$ cat src/rtl/rlhc_pkg.sv
// ----------------------------------------------------------------------------
// rlhc_pkg
// types, constants and register defaults for the resolution level control
// ----------------------------------------------------------------------------
package rlhc_pkg;

    localparam int LEVELS = 4;
    localparam logic [1:0] LEVEL_MAX = 2'(LEVELS - 1);
    localparam int QUEUE_DEPTH = 2;

    localparam int CFG_INDEX_W = 4;
    localparam int CFG_DATA_W = 64;

    typedef enum logic [CFG_INDEX_W-1:0] {
        REG_LOAD_THRESHOLDS    = 4'd0,
        REG_BITRATE_DOWN_LIMIT = 4'd1,
        REG_BITRATE_UP_LIMIT   = 4'd2,
        REG_FRAME_COUNTS       = 4'd3,
        REG_BITRATE_FLOOR      = 4'd4,
        REG_NATIVE_SIZE        = 4'd5,
        REG_FLOOR_SIZE         = 4'd6,
        REG_SCALE_TABLE        = 4'd7
    } t_reg_index;

    localparam logic [31:0] RST_LOAD_THRESHOLDS    = 32'd8388838;
    localparam logic [31:0] RST_BITRATE_DOWN_LIMIT = 32'd2000000;
    localparam logic [31:0] RST_BITRATE_UP_LIMIT   = 32'd5000000;
    localparam logic [15:0] RST_FRAME_COUNTS       = 16'd7683;
    localparam logic [31:0] RST_BITRATE_FLOOR      = 32'd500000;
    localparam logic [31:0] RST_NATIVE_SIZE        = 32'd70780800;
    localparam logic [31:0] RST_FLOOR_SIZE         = 32'd47187200;
    localparam logic [63:0] RST_SCALE_TABLE        = 64'd4611779843598614528;

    typedef struct packed {
        logic [31:0] load_thresholds;
        logic [31:0] bitrate_down_limit;
        logic [31:0] bitrate_up_limit;
        logic [15:0] frame_counts;
        logic [31:0] bitrate_floor;
        logic [31:0] native_size;
        logic [31:0] floor_size;
        logic [63:0] scale_table;
    } t_cfg;

    typedef struct packed {
        logic [19:0] encode_time_us;
        logic [19:0] frame_budget_us;
        logic [31:0] measured_bitrate;
    } t_in;

    typedef struct packed {
        logic [1:0]  quality_level;
        logic        level_changed;
        logic [15:0] target_width;
        logic [15:0] target_height;
        logic [31:0] target_bitrate;
    } t_out;

    // classified frame handed from the front to the back
    typedef struct packed {
        logic        want_down;
        logic        want_up;
        logic [31:0] rate;
    } t_cls;

    typedef enum logic [2:0] {
        ST_IDLE,
        ST_MUL_W,
        ST_MUL_H,
        ST_MUL_B1,
        ST_MUL_B2,
        ST_FIN
    } t_state;

endpackage

$ cat src/rtl/rlhc_front.sv
// ----------------------------------------------------------------------------
// rlhc_front
// takes frame reports and classifies them into step down / step up wishes
// ----------------------------------------------------------------------------
module rlhc_front (
    input  logic            i_clk,
    input  logic            i_rst_n,
    input  rlhc_pkg::t_cfg  i_cfg,
    input  logic            i_in_valid,
    output logic            o_in_ready,
    input  rlhc_pkg::t_in   i_in_data,
    output logic            o_push,
    output rlhc_pkg::t_cls  o_push_data,
    input  logic            i_q_ready
);

    logic           r_vld;
    rlhc_pkg::t_in  r_item;

    logic [27:0] w_time256;
    logic [35:0] w_prod_down;
    logic [35:0] w_prod_up;
    logic        w_over;
    logic        w_under;
    logic [15:0] w_thr_down;
    logic [15:0] w_thr_up;

    assign w_thr_down = i_cfg.load_thresholds[15:0];
    assign w_thr_up   = i_cfg.load_thresholds[31:16];

    assign o_push     = r_vld && i_q_ready;
    assign o_in_ready = !r_vld || i_q_ready;

    always_ff @(posedge i_clk) begin
        if (!i_rst_n) begin
            r_vld <= 1'b0;
        end else if (o_in_ready) begin
            r_vld <= i_in_valid;
        end
        if (i_in_valid && o_in_ready) begin
            r_item <= i_in_data;
        end
    end

    // load compare by cross multiplication: time*256 against threshold*budget
    always_comb begin
        w_time256   = {r_item.encode_time_us, 8'd0};
        w_prod_down = 36'(w_thr_down) * 36'(r_item.frame_budget_us);
        w_prod_up   = 36'(w_thr_up) * 36'(r_item.frame_budget_us);
        if (r_item.frame_budget_us != 20'd0) begin
            w_over  = {8'd0, w_time256} > w_prod_down;
            w_under = {8'd0, w_time256} < w_prod_up;
        end else begin
            w_over  = 1'b0;
            w_under = w_thr_up != 16'd0;
        end
        o_push_data.rate      = r_item.measured_bitrate;
        o_push_data.want_down = w_over ||
            (r_item.measured_bitrate != 32'd0 &&
             r_item.measured_bitrate < i_cfg.bitrate_down_limit);
        o_push_data.want_up   = w_under &&
            (r_item.measured_bitrate >= i_cfg.bitrate_up_limit);
    end

endmodule

$ cat src/rtl/rlhc_queue.sv
// ----------------------------------------------------------------------------
// rlhc_queue
// short fifo of classified frames between the front and the back
// ----------------------------------------------------------------------------
module rlhc_queue (
    input  logic            i_clk,
    input  logic            i_rst_n,
    input  logic            i_push,
    input  rlhc_pkg::t_cls  i_push_data,
    output logic            o_ready,
    input  logic            i_pop,
    output logic            o_valid,
    output rlhc_pkg::t_cls  o_pop_data
);

    localparam int PTR_W = $clog2(rlhc_pkg::QUEUE_DEPTH);
    localparam int CNT_W = $clog2(rlhc_pkg::QUEUE_DEPTH + 1);

    rlhc_pkg::t_cls r_mem [rlhc_pkg::QUEUE_DEPTH];
    logic [PTR_W-1:0] r_wr_ptr;
    logic [PTR_W-1:0] r_rd_ptr;
    logic [CNT_W-1:0] r_count;

    assign o_ready    = r_count != CNT_W'(rlhc_pkg::QUEUE_DEPTH);
    assign o_valid    = r_count != '0;
    assign o_pop_data = r_mem[r_rd_ptr];

    always_ff @(posedge i_clk) begin
        if (!i_rst_n) begin
            r_wr_ptr <= '0;
            r_rd_ptr <= '0;
            r_count  <= '0;
        end else begin
            if (i_push) begin
                r_wr_ptr <= r_wr_ptr + PTR_W'(1);
            end
            if (i_pop) begin
                r_rd_ptr <= r_rd_ptr + PTR_W'(1);
            end
            if (i_push && !i_pop) begin
                r_count <= r_count + CNT_W'(1);
            end else if (i_pop && !i_push) begin
                r_count <= r_count - CNT_W'(1);
            end
        end
        if (i_push) begin
            r_mem[r_wr_ptr] <= i_push_data;
        end
    end

endmodule

$ cat src/rtl/rlhc_back.sv
// ----------------------------------------------------------------------------
// rlhc_back
// level hysteresis, then targets through one shared 33x16 multiplier
// ----------------------------------------------------------------------------
module rlhc_back (
    input  logic            i_clk,
    input  logic            i_rst_n,
    input  rlhc_pkg::t_cfg  i_cfg,
    input  logic            i_q_valid,
    input  rlhc_pkg::t_cls  i_q_data,
    output logic            o_pop,
    output logic            o_out_valid,
    input  logic            i_out_ready,
    output rlhc_pkg::t_out  o_out_data
);

    rlhc_pkg::t_state r_state, n_state;
    logic [1:0]  r_level, n_level;
    logic [7:0]  r_ds, n_ds;
    logic [7:0]  r_us, n_us;
    logic        r_changed, n_changed;
    logic [31:0] r_rate, n_rate;
    logic [15:0] r_scale, n_scale;
    logic [48:0] r_prod, n_prod;
    logic [15:0] r_tw, n_tw;
    logic [15:0] r_th, n_th;
    logic        r_out_vld, n_out_vld;
    rlhc_pkg::t_out r_out, n_out;

    logic [32:0] w_mul_a;
    logic [48:0] w_mul_p;
    logic [7:0]  w_streak;
    logic [7:0]  w_cnt_down;
    logic [7:0]  w_cnt_up;
    logic [33:0] w_br;
    logic [31:0] w_br_sat;

    assign w_cnt_down = i_cfg.frame_counts[7:0];
    assign w_cnt_up   = i_cfg.frame_counts[15:8];

    assign o_out_valid = r_out_vld;
    assign o_out_data  = r_out;

    // shifted product, saturated, cleared to even, raised to the minimum
    function automatic logic [15:0] dim_of(input logic [16:0] v, input logic [15:0] minimum);
        logic [15:0] d;
        d = (v > 17'h0ffff) ? 16'hffff : v[15:0];
        d = {d[15:1], 1'b0};
        if (d < minimum) begin
            d = minimum;
        end
        return d;
    endfunction

    assign w_mul_p = 49'(w_mul_a) * 49'(r_scale);
    assign w_br    = r_prod[48:15];
    assign w_br_sat = (w_br > 34'h0ffffffff) ? 32'hffffffff : w_br[31:0];

    always_ff @(posedge i_clk) begin
        if (!i_rst_n) begin
            r_state   <= rlhc_pkg::ST_IDLE;
            r_level   <= 2'd0;
            r_ds      <= 8'd0;
            r_us      <= 8'd0;
            r_out_vld <= 1'b0;
        end else begin
            r_state   <= n_state;
            r_level   <= n_level;
            r_ds      <= n_ds;
            r_us      <= n_us;
            r_out_vld <= n_out_vld;
        end
        r_changed <= n_changed;
        r_rate    <= n_rate;
        r_scale   <= n_scale;
        r_prod    <= n_prod;
        r_tw      <= n_tw;
        r_th      <= n_th;
        r_out     <= n_out;
    end

    always_comb begin
        n_state   = r_state;
        n_level   = r_level;
        n_ds      = r_ds;
        n_us      = r_us;
        n_changed = r_changed;
        n_rate    = r_rate;
        n_scale   = r_scale;
        n_prod    = r_prod;
        n_tw      = r_tw;
        n_th      = r_th;
        n_out     = r_out;
        n_out_vld = r_out_vld && !i_out_ready;
        o_pop     = 1'b0;
        w_mul_a   = 33'd0;
        w_streak  = 8'd0;

        case (r_state)
            rlhc_pkg::ST_IDLE: begin
                if (i_q_valid) begin
                    o_pop     = 1'b1;
                    n_rate    = i_q_data.rate;
                    n_changed = 1'b0;
                    if (i_q_data.want_down && r_level < rlhc_pkg::LEVEL_MAX) begin
                        w_streak = (r_ds == 8'hff) ? r_ds : r_ds + 8'd1;
                        n_us     = 8'd0;
                        n_ds     = w_streak;
                        if (w_streak >= w_cnt_down) begin
                            n_level   = r_level + 2'd1;
                            n_ds      = 8'd0;
                            n_changed = 1'b1;
                        end
                    end else if (i_q_data.want_up && r_level != 2'd0) begin
                        w_streak = (r_us == 8'hff) ? r_us : r_us + 8'd1;
                        n_ds     = 8'd0;
                        n_us     = w_streak;
                        if (w_streak >= w_cnt_up) begin
                            n_level   = r_level - 2'd1;
                            n_us      = 8'd0;
                            n_changed = 1'b1;
                        end
                    end else begin
                        n_ds = 8'd0;
                        n_us = 8'd0;
                    end
                    n_scale = i_cfg.scale_table[{n_level, 4'd0} +: 16];
                    n_state = rlhc_pkg::ST_MUL_W;
                end
            end
            rlhc_pkg::ST_MUL_W: begin
                w_mul_a = {17'd0, i_cfg.native_size[15:0]};
                n_prod  = w_mul_p;
                n_state = rlhc_pkg::ST_MUL_H;
            end
            rlhc_pkg::ST_MUL_H: begin
                w_mul_a = {17'd0, i_cfg.native_size[31:16]};
                n_tw    = dim_of(r_prod[31:15], i_cfg.floor_size[15:0]);
                n_prod  = w_mul_p;
                n_state = rlhc_pkg::ST_MUL_B1;
            end
            rlhc_pkg::ST_MUL_B1: begin
                w_mul_a = {1'b0, r_rate};
                n_th    = dim_of(r_prod[31:15], i_cfg.floor_size[31:16]);
                n_prod  = w_mul_p;
                n_state = rlhc_pkg::ST_MUL_B2;
            end
            rlhc_pkg::ST_MUL_B2: begin
                // second factor applied to the already floored first product
                w_mul_a = r_prod[47:15];
                n_prod  = w_mul_p;
                n_state = rlhc_pkg::ST_FIN;
            end
            rlhc_pkg::ST_FIN: begin
                if (!r_out_vld || i_out_ready) begin
                    n_out_vld            = 1'b1;
                    n_out.quality_level  = r_level;
                    n_out.level_changed  = r_changed;
                    n_out.target_width   = r_tw;
                    n_out.target_height  = r_th;
                    n_out.target_bitrate = (w_br_sat < i_cfg.bitrate_floor) ?
                                           i_cfg.bitrate_floor : w_br_sat;
                    n_state              = rlhc_pkg::ST_IDLE;
                end
            end
            default: begin
                n_state = rlhc_pkg::ST_IDLE;
            end
        endcase
    end

endmodule

$ cat src/rtl/resolution_level_hysteresis_control.sv
// ----------------------------------------------------------------------------
// resolution_level_hysteresis_control
// per-frame downscale level control with streak hysteresis and targets
// ----------------------------------------------------------------------------
//  channel | direction | handshake                  | payload
//  in      | input     | i_in_valid / o_in_ready    | i_in_data  (rlhc_pkg::t_in)
//  out     | output    | o_out_valid / i_out_ready  | o_out_data (rlhc_pkg::t_out)
//  cfg     | input     | i_cfg_valid / o_cfg_ready  | i_cfg_index, i_cfg_data
//
//  a frame is registered on acceptance, classified from that register and queued
//  (two entries); the back steps through the level update, the shared multiplier
//  (width, height, two bitrate factors) and final saturation for each frame
//  the back sequencer takes a new frame only once the last has left its final state
//  synchronous reset restores register defaults, level 0 and clear streaks
//  each side stalls on its own; the output register holds a result until taken
// ----------------------------------------------------------------------------
module resolution_level_hysteresis_control (
    input  logic                                 i_clk,
    input  logic                                 i_rst_n,
    input  logic                                 i_in_valid,
    output logic                                 o_in_ready,
    input  rlhc_pkg::t_in                        i_in_data,
    output logic                                 o_out_valid,
    input  logic                                 i_out_ready,
    output rlhc_pkg::t_out                       o_out_data,
    input  logic                                 i_cfg_valid,
    output logic                                 o_cfg_ready,
    input  logic [rlhc_pkg::CFG_INDEX_W-1:0]     i_cfg_index,
    input  logic [rlhc_pkg::CFG_DATA_W-1:0]      i_cfg_data
);

    rlhc_pkg::t_cfg r_cfg;

    logic           w_push;
    rlhc_pkg::t_cls w_push_data;
    logic           w_q_ready;
    logic           w_pop;
    logic           w_q_valid;
    rlhc_pkg::t_cls w_pop_data;

    assign o_cfg_ready = 1'b1;

    always_ff @(posedge i_clk) begin
        if (!i_rst_n) begin
            r_cfg.load_thresholds    <= rlhc_pkg::RST_LOAD_THRESHOLDS;
            r_cfg.bitrate_down_limit <= rlhc_pkg::RST_BITRATE_DOWN_LIMIT;
            r_cfg.bitrate_up_limit   <= rlhc_pkg::RST_BITRATE_UP_LIMIT;
            r_cfg.frame_counts       <= rlhc_pkg::RST_FRAME_COUNTS;
            r_cfg.bitrate_floor      <= rlhc_pkg::RST_BITRATE_FLOOR;
            r_cfg.native_size        <= rlhc_pkg::RST_NATIVE_SIZE;
            r_cfg.floor_size         <= rlhc_pkg::RST_FLOOR_SIZE;
            r_cfg.scale_table        <= rlhc_pkg::RST_SCALE_TABLE;
        end else if (i_cfg_valid) begin
            // unknown indexes fall through and are ignored
            case (i_cfg_index)
                rlhc_pkg::REG_LOAD_THRESHOLDS:    r_cfg.load_thresholds    <= i_cfg_data[31:0];
                rlhc_pkg::REG_BITRATE_DOWN_LIMIT: r_cfg.bitrate_down_limit <= i_cfg_data[31:0];
                rlhc_pkg::REG_BITRATE_UP_LIMIT:   r_cfg.bitrate_up_limit   <= i_cfg_data[31:0];
                rlhc_pkg::REG_FRAME_COUNTS:       r_cfg.frame_counts       <= i_cfg_data[15:0];
                rlhc_pkg::REG_BITRATE_FLOOR:      r_cfg.bitrate_floor      <= i_cfg_data[31:0];
                rlhc_pkg::REG_NATIVE_SIZE:        r_cfg.native_size        <= i_cfg_data[31:0];
                rlhc_pkg::REG_FLOOR_SIZE:         r_cfg.floor_size         <= i_cfg_data[31:0];
                rlhc_pkg::REG_SCALE_TABLE:        r_cfg.scale_table        <= i_cfg_data;
                default: begin
                end
            endcase
        end
    end

    rlhc_front u_front (
        .i_clk       (i_clk),
        .i_rst_n     (i_rst_n),
        .i_cfg       (r_cfg),
        .i_in_valid  (i_in_valid),
        .o_in_ready  (o_in_ready),
        .i_in_data   (i_in_data),
        .o_push      (w_push),
        .o_push_data (w_push_data),
        .i_q_ready   (w_q_ready)
    );

    rlhc_queue u_queue (
        .i_clk       (i_clk),
        .i_rst_n     (i_rst_n),
        .i_push      (w_push),
        .i_push_data (w_push_data),
        .o_ready     (w_q_ready),
        .i_pop       (w_pop),
        .o_valid     (w_q_valid),
        .o_pop_data  (w_pop_data)
    );

    rlhc_back u_back (
        .i_clk       (i_clk),
        .i_rst_n     (i_rst_n),
        .i_cfg       (r_cfg),
        .i_q_valid   (w_q_valid),
        .i_q_data    (w_pop_data),
        .o_pop       (w_pop),
        .o_out_valid (o_out_valid),
        .i_out_ready (i_out_ready),
        .o_out_data  (o_out_data)
    );

endmodule

$ cat config.mk
export PLATFORM = sky130hd
export DESIGN_NAME = resolution_level_hysteresis_control
export DESIGN_NICKNAME = d
export VERILOG_FILES = /design/src/rtl/rlhc_pkg.sv /design/src/rtl/rlhc_front.sv /design/src/rtl/rlhc_queue.sv /design/src/rtl/rlhc_back.sv /design/src/rtl/resolution_level_hysteresis_control.sv
export SDC_FILE = /design/constraint.sdc
export NUM_CORES = 2
export LEC_CHECK = 0
export BUFFER_PORTS_ARGS = -buffer_cell sky130_fd_sc_hd__buf_2
export CELL_PAD_IN_SITES_DETAIL_PLACEMENT = 1
export CELL_PAD_IN_SITES_GLOBAL_PLACEMENT = 2
export CORE_MARGIN = 10
export CORE_UTILIZATION = 42
export CTS_CLUSTER_SIZE = 28
export DETAILED_ROUTE_END_ITERATION = 8
export PLACE_DENSITY_LB_ADDON = 0.1
export SLEW_MARGIN = 20
export SYNTH_ARGS = -nofsm -noshare
export SYNTH_HDL_FRONTEND = slang
export SYNTH_SLANG_ARGS = --single-unit
$ cat constraint.sdc
create_clock -name i_clk -period 8.66 [get_ports i_clk]
set_clock_uncertainty 0.2 [all_clocks]
set_input_delay 1.299 -clock i_clk [delete_from_list [all_inputs] [get_ports i_clk]]
set_output_delay 1.299 -clock i_clk [all_outputs]
set_load 0.03 [all_outputs]
==> metrics.md <==
| Metric | Value |
|---|---|
| Status | `complete, no violations` |
| Warnings from Yosys | `0` |
| Post-synth top cells | `1318 x nand2_1, 1194 x inv_1, 931 x fa_1` |
| Worst Path Buf+Inv | `6` |
| DIE HEIGHT | `roughly 410 um` |
| Worst-path maximum fanout | `5` |
| Share of cells above drive strength 1 | `0.1165` |
| Die W | `about 410 um` |
| H-tree depth | `3` |
| # setup viols final | `0` |
| Row cnt | `roughly 140` |
| Top Family by Delay on Critical Path | `adder cells` |
| Total Nets Final | `~8700` |
| Clk_lat worst skew | `between 600 and 700 ps` |
| Total Wirelength | `around 220000 um` |
| Routed wire per std cell | `between 20 and 25 um` |
| Via count | `about 48000` |
| Critical path class | `reg -> reg` |
| Layout fillers | `between 15000 and 20000` |
| DR iter-0 viols | `2451` |
| Crit path DAT | `slightly below 9000 ps` |
| Synth top area share | `0.2864` |
| Peak VDD IR | `about 330 uV` |
| DRC Markers | `0` |
| Antenna violations before repair | `12` |
| Synth-to-layout area growth | `12.12%` |
| Mapped Cells | `a little under 7000` |
| CTS Buf Count | `79` |
| Root buffer cell | `clkbuf_16` |
| Die Area | `about 0.17 mm2` |
| Dominant synthesized flop cell | `edfxtp_1` |
| HPWL after DPL | `approximately 170000 um` |
| Crit path max-delay cell type | `or4_4` |
| Final hold slack | `roughly 220 ps` |
| Final ANT Viol Nets | `0` |
| Max-slew violation count | `0` |
| Synth async-reset ratio | `0` |
| WP data required | `about 9000 ps` |
| Post-synth top area cell | `fa_1` |
| First-pass GRT wire length | `333500 um` |
| CORE AREA | `between 0.15 and 0.2 mm2` |
| #FFs+latches synth | `622` |
| Largest net degree at the start of global routing | `around 160` |
| CTS clk-pin slew, worst paths | `about 60 ps` |
| Synth top area cells | `fa_1 29%, edfxtp_1 15%, ha_1 10%, dfxtp_1 9.2%, nand2_1 7.6%` |
| GRT Overall Usage | `0.2549` |
| Fmax | `between 100 and 150 MHz` |
| Critical Path End Type | `flop` |
| Synth Area per Inst | `between 9 and 10 um2` |
| Worst slew margin | `0.2788` |
| Critical Path Max Stage Delay | `just under 600 ps` |
| Pwr dens | `about 260 mW/mm2` |
| Maximum capacitance violations | `0` |
| Post-synthesis sequential area ratio | `0.2409` |
| Post-synthesis simple-gate area fraction | `0.1584` |
| Synth Area in Adders | `0.3862` |
| Top cell by count, worst path | `fa_1` |
| Mapped cell area | `about 0.065 mm2` |
| Syn_nets | `around 8500` |
| Leak | `around 0.032 uW` |
| Final hold viol count | `0` |
| PortBufs | `about 210` |
| # IOs | `around 220` |
| XOR/XNOR Fraction of Synth Area | `0.01319` |
| Worst-margin pin slew | `approximately 1100 ps` |
| Initial core utilization | `0.4225` |
| TritonCTS clock tree | `done` |
| Post-synthesis compound-gate area fraction | `0.08261` |
| Grt ovf | `0` |
| Fin crit period | `approximately 8400 ps` |
| Worst setup SP type | `flop` |
| Final design utilization | `0.4737` |
| Crit share post-route | `0.9672` |
| Most frequent cell after synthesis | `nand2_1` |
| Via/cell ratio | `approximately 5.2` |
| Library cells used by synthesis | `89` |
| Seq. cell area | `around 0.016 mm2` |
| Tot Pwr | `a little under 20000 uW` |
| Post-CTS Hold Buffers | `0` |
| Area of the multi-input gates | `about 0.044 mm2` |
| Hold crit path type | `reg -> reg` |
| Number of global-route vias before repair | `roughly 54000` |
| Clock buffer depth | `3` |
| Clock sink count | `slightly above 600` |
| Largest family of logic cells by synthesized area | `adder cells` |
| Drt pass-1 iters | `5` |
| GPL Wtd Cong | `approximately 0.87` |
| EDFF count, synth | `approximately 320` |
| Multiplexer share of the synthesized area | `0.02784` |
==> power breakdown <==
part           switching (uW)  leakage (uW)  total [uW]  internal, uW
Clock                    1440       0.00123        3340          1910
Sequential                454       0.00543        4150          3700
Combinational            6780        0.0250       11800          5010
Total                    8670        0.0316       19300         10600
==> metal layers <==
layer | wire length [um] | global-route usage | up-vias
met2 | 106200 | 0.4396 | 782
met3 | 7964 | 0.02831 | 268
met5 | 0 | 0 | -
met4 | 7977 | 0.08650 | 0
li1 | - | - | 22076
met1 | 93310 | 0.3315 | 25168
==> cells in the final DEF, fill, tap and decap left out, drive strengths merged, types with 26 or more instances in the layout <==
master	instances
fa	931
nand3	58
nor2	79
inv	1201
xnor2	56
ha	519
a21o	81
a22oi	28
xor2	42
o21ai	115
nand2	1318
nand2b	36
dfxtp	300
and2	453
nand4	54
buf	498
mux2	112
and3	26
clkbuf	104
edfxtp	322
o211ai	40
mux2i	55
or3	38
a21oi	140
a21boi	220
nor2b	49
clkinv	27
==> metrics by stage <==
step | instance area, um2 | worst slack (ps) | TNS, ps | cells
final | 72970 | 283.7 | 0 | 9218
after global routing | 72960 | -68.94 | -137.8 | 9214
after CTS | 72440 | 29.59 | 0 | 9193
after detailed placement | 69860 | -109.4 | -283.7 | 9046
after global placement | 69850 | 19.54 | 0 | 9045
after floorplan | 65080 | 710.4 | 0 | 6883
==> layout make-up <==
type / instances / area share
multi-input cells: 4705 / 0.6011
clock inverters: 47 / 0.006378
inverters: 1194 / 0.06142
diodes: 4 / 0.0001372
flip-flops and latches: 622 / 0.2149
repair buffers: 502 / 0.05243
clock buffers: 100 / 0.02860
well taps: 2044 / 0.03505
==> cells by family after synthesis <==
kind of cell,after synthesis
adders and majority gates,1450
and+or+nand+nor,2208
xor gates and xnor gates,98
other,1
AOI/OAI and AO/OA,781
muxes,167
DFF,622
buffers and inverters,1556
==> what timing repair did <==
item | in CTS | in global routing
gates resized for setup | 6 | 61
setup endpoints to repair | 4 | 7
hold endpoints to repair | 0 | 0
pin swaps | 0 | 39
cloned | 0 | 3
setup buffers | 0 | 17
==> worst paths after layout <==
check | start | to | slack, ps | cells after the start
setup / recovery | u_front.r_item[37] | u_queue.r_mem[1][33] | 280 | 33
hold / removal | u_back.r_tw[11] | u_back.o_out_data[59] | 220 | 0
setup reg to reg | u_front.r_item[37] | u_queue.r_mem[1][33] | 280 | 33
hold reg to reg | u_back.r_tw[11] | u_back.o_out_data[59] | 220 | 0
==> registers in the layout, indices dropped and copies added (netlist names), 2 cells and up, named ones only <==
register	cells
r_cfg	272
u_queue.r_mem	68
u_back.o_out_data	67
u_front.r_item	40
u_back.r_prod	34
u_back.r_rate	32
u_front.o_push_data	32
u_back.r_scale	16
u_back.r_th	16
u_back.r_tw	16
u_back.r_ds	8
u_back.r_us	8
u_back.r_state	3
u_back.r_level	2
u_queue.r_count	2
==> worst reg2reg max path: cells and delay by family, from the launching register on <==
kind            cells  cell delay (ps)
fa+ha+maj           8             3620
compound gates     12             2130
simple gates        6             1060
buf+inv             6              560
flops               1              440
xor+xnor            1              150
Power figures use the tool's default switching activity.
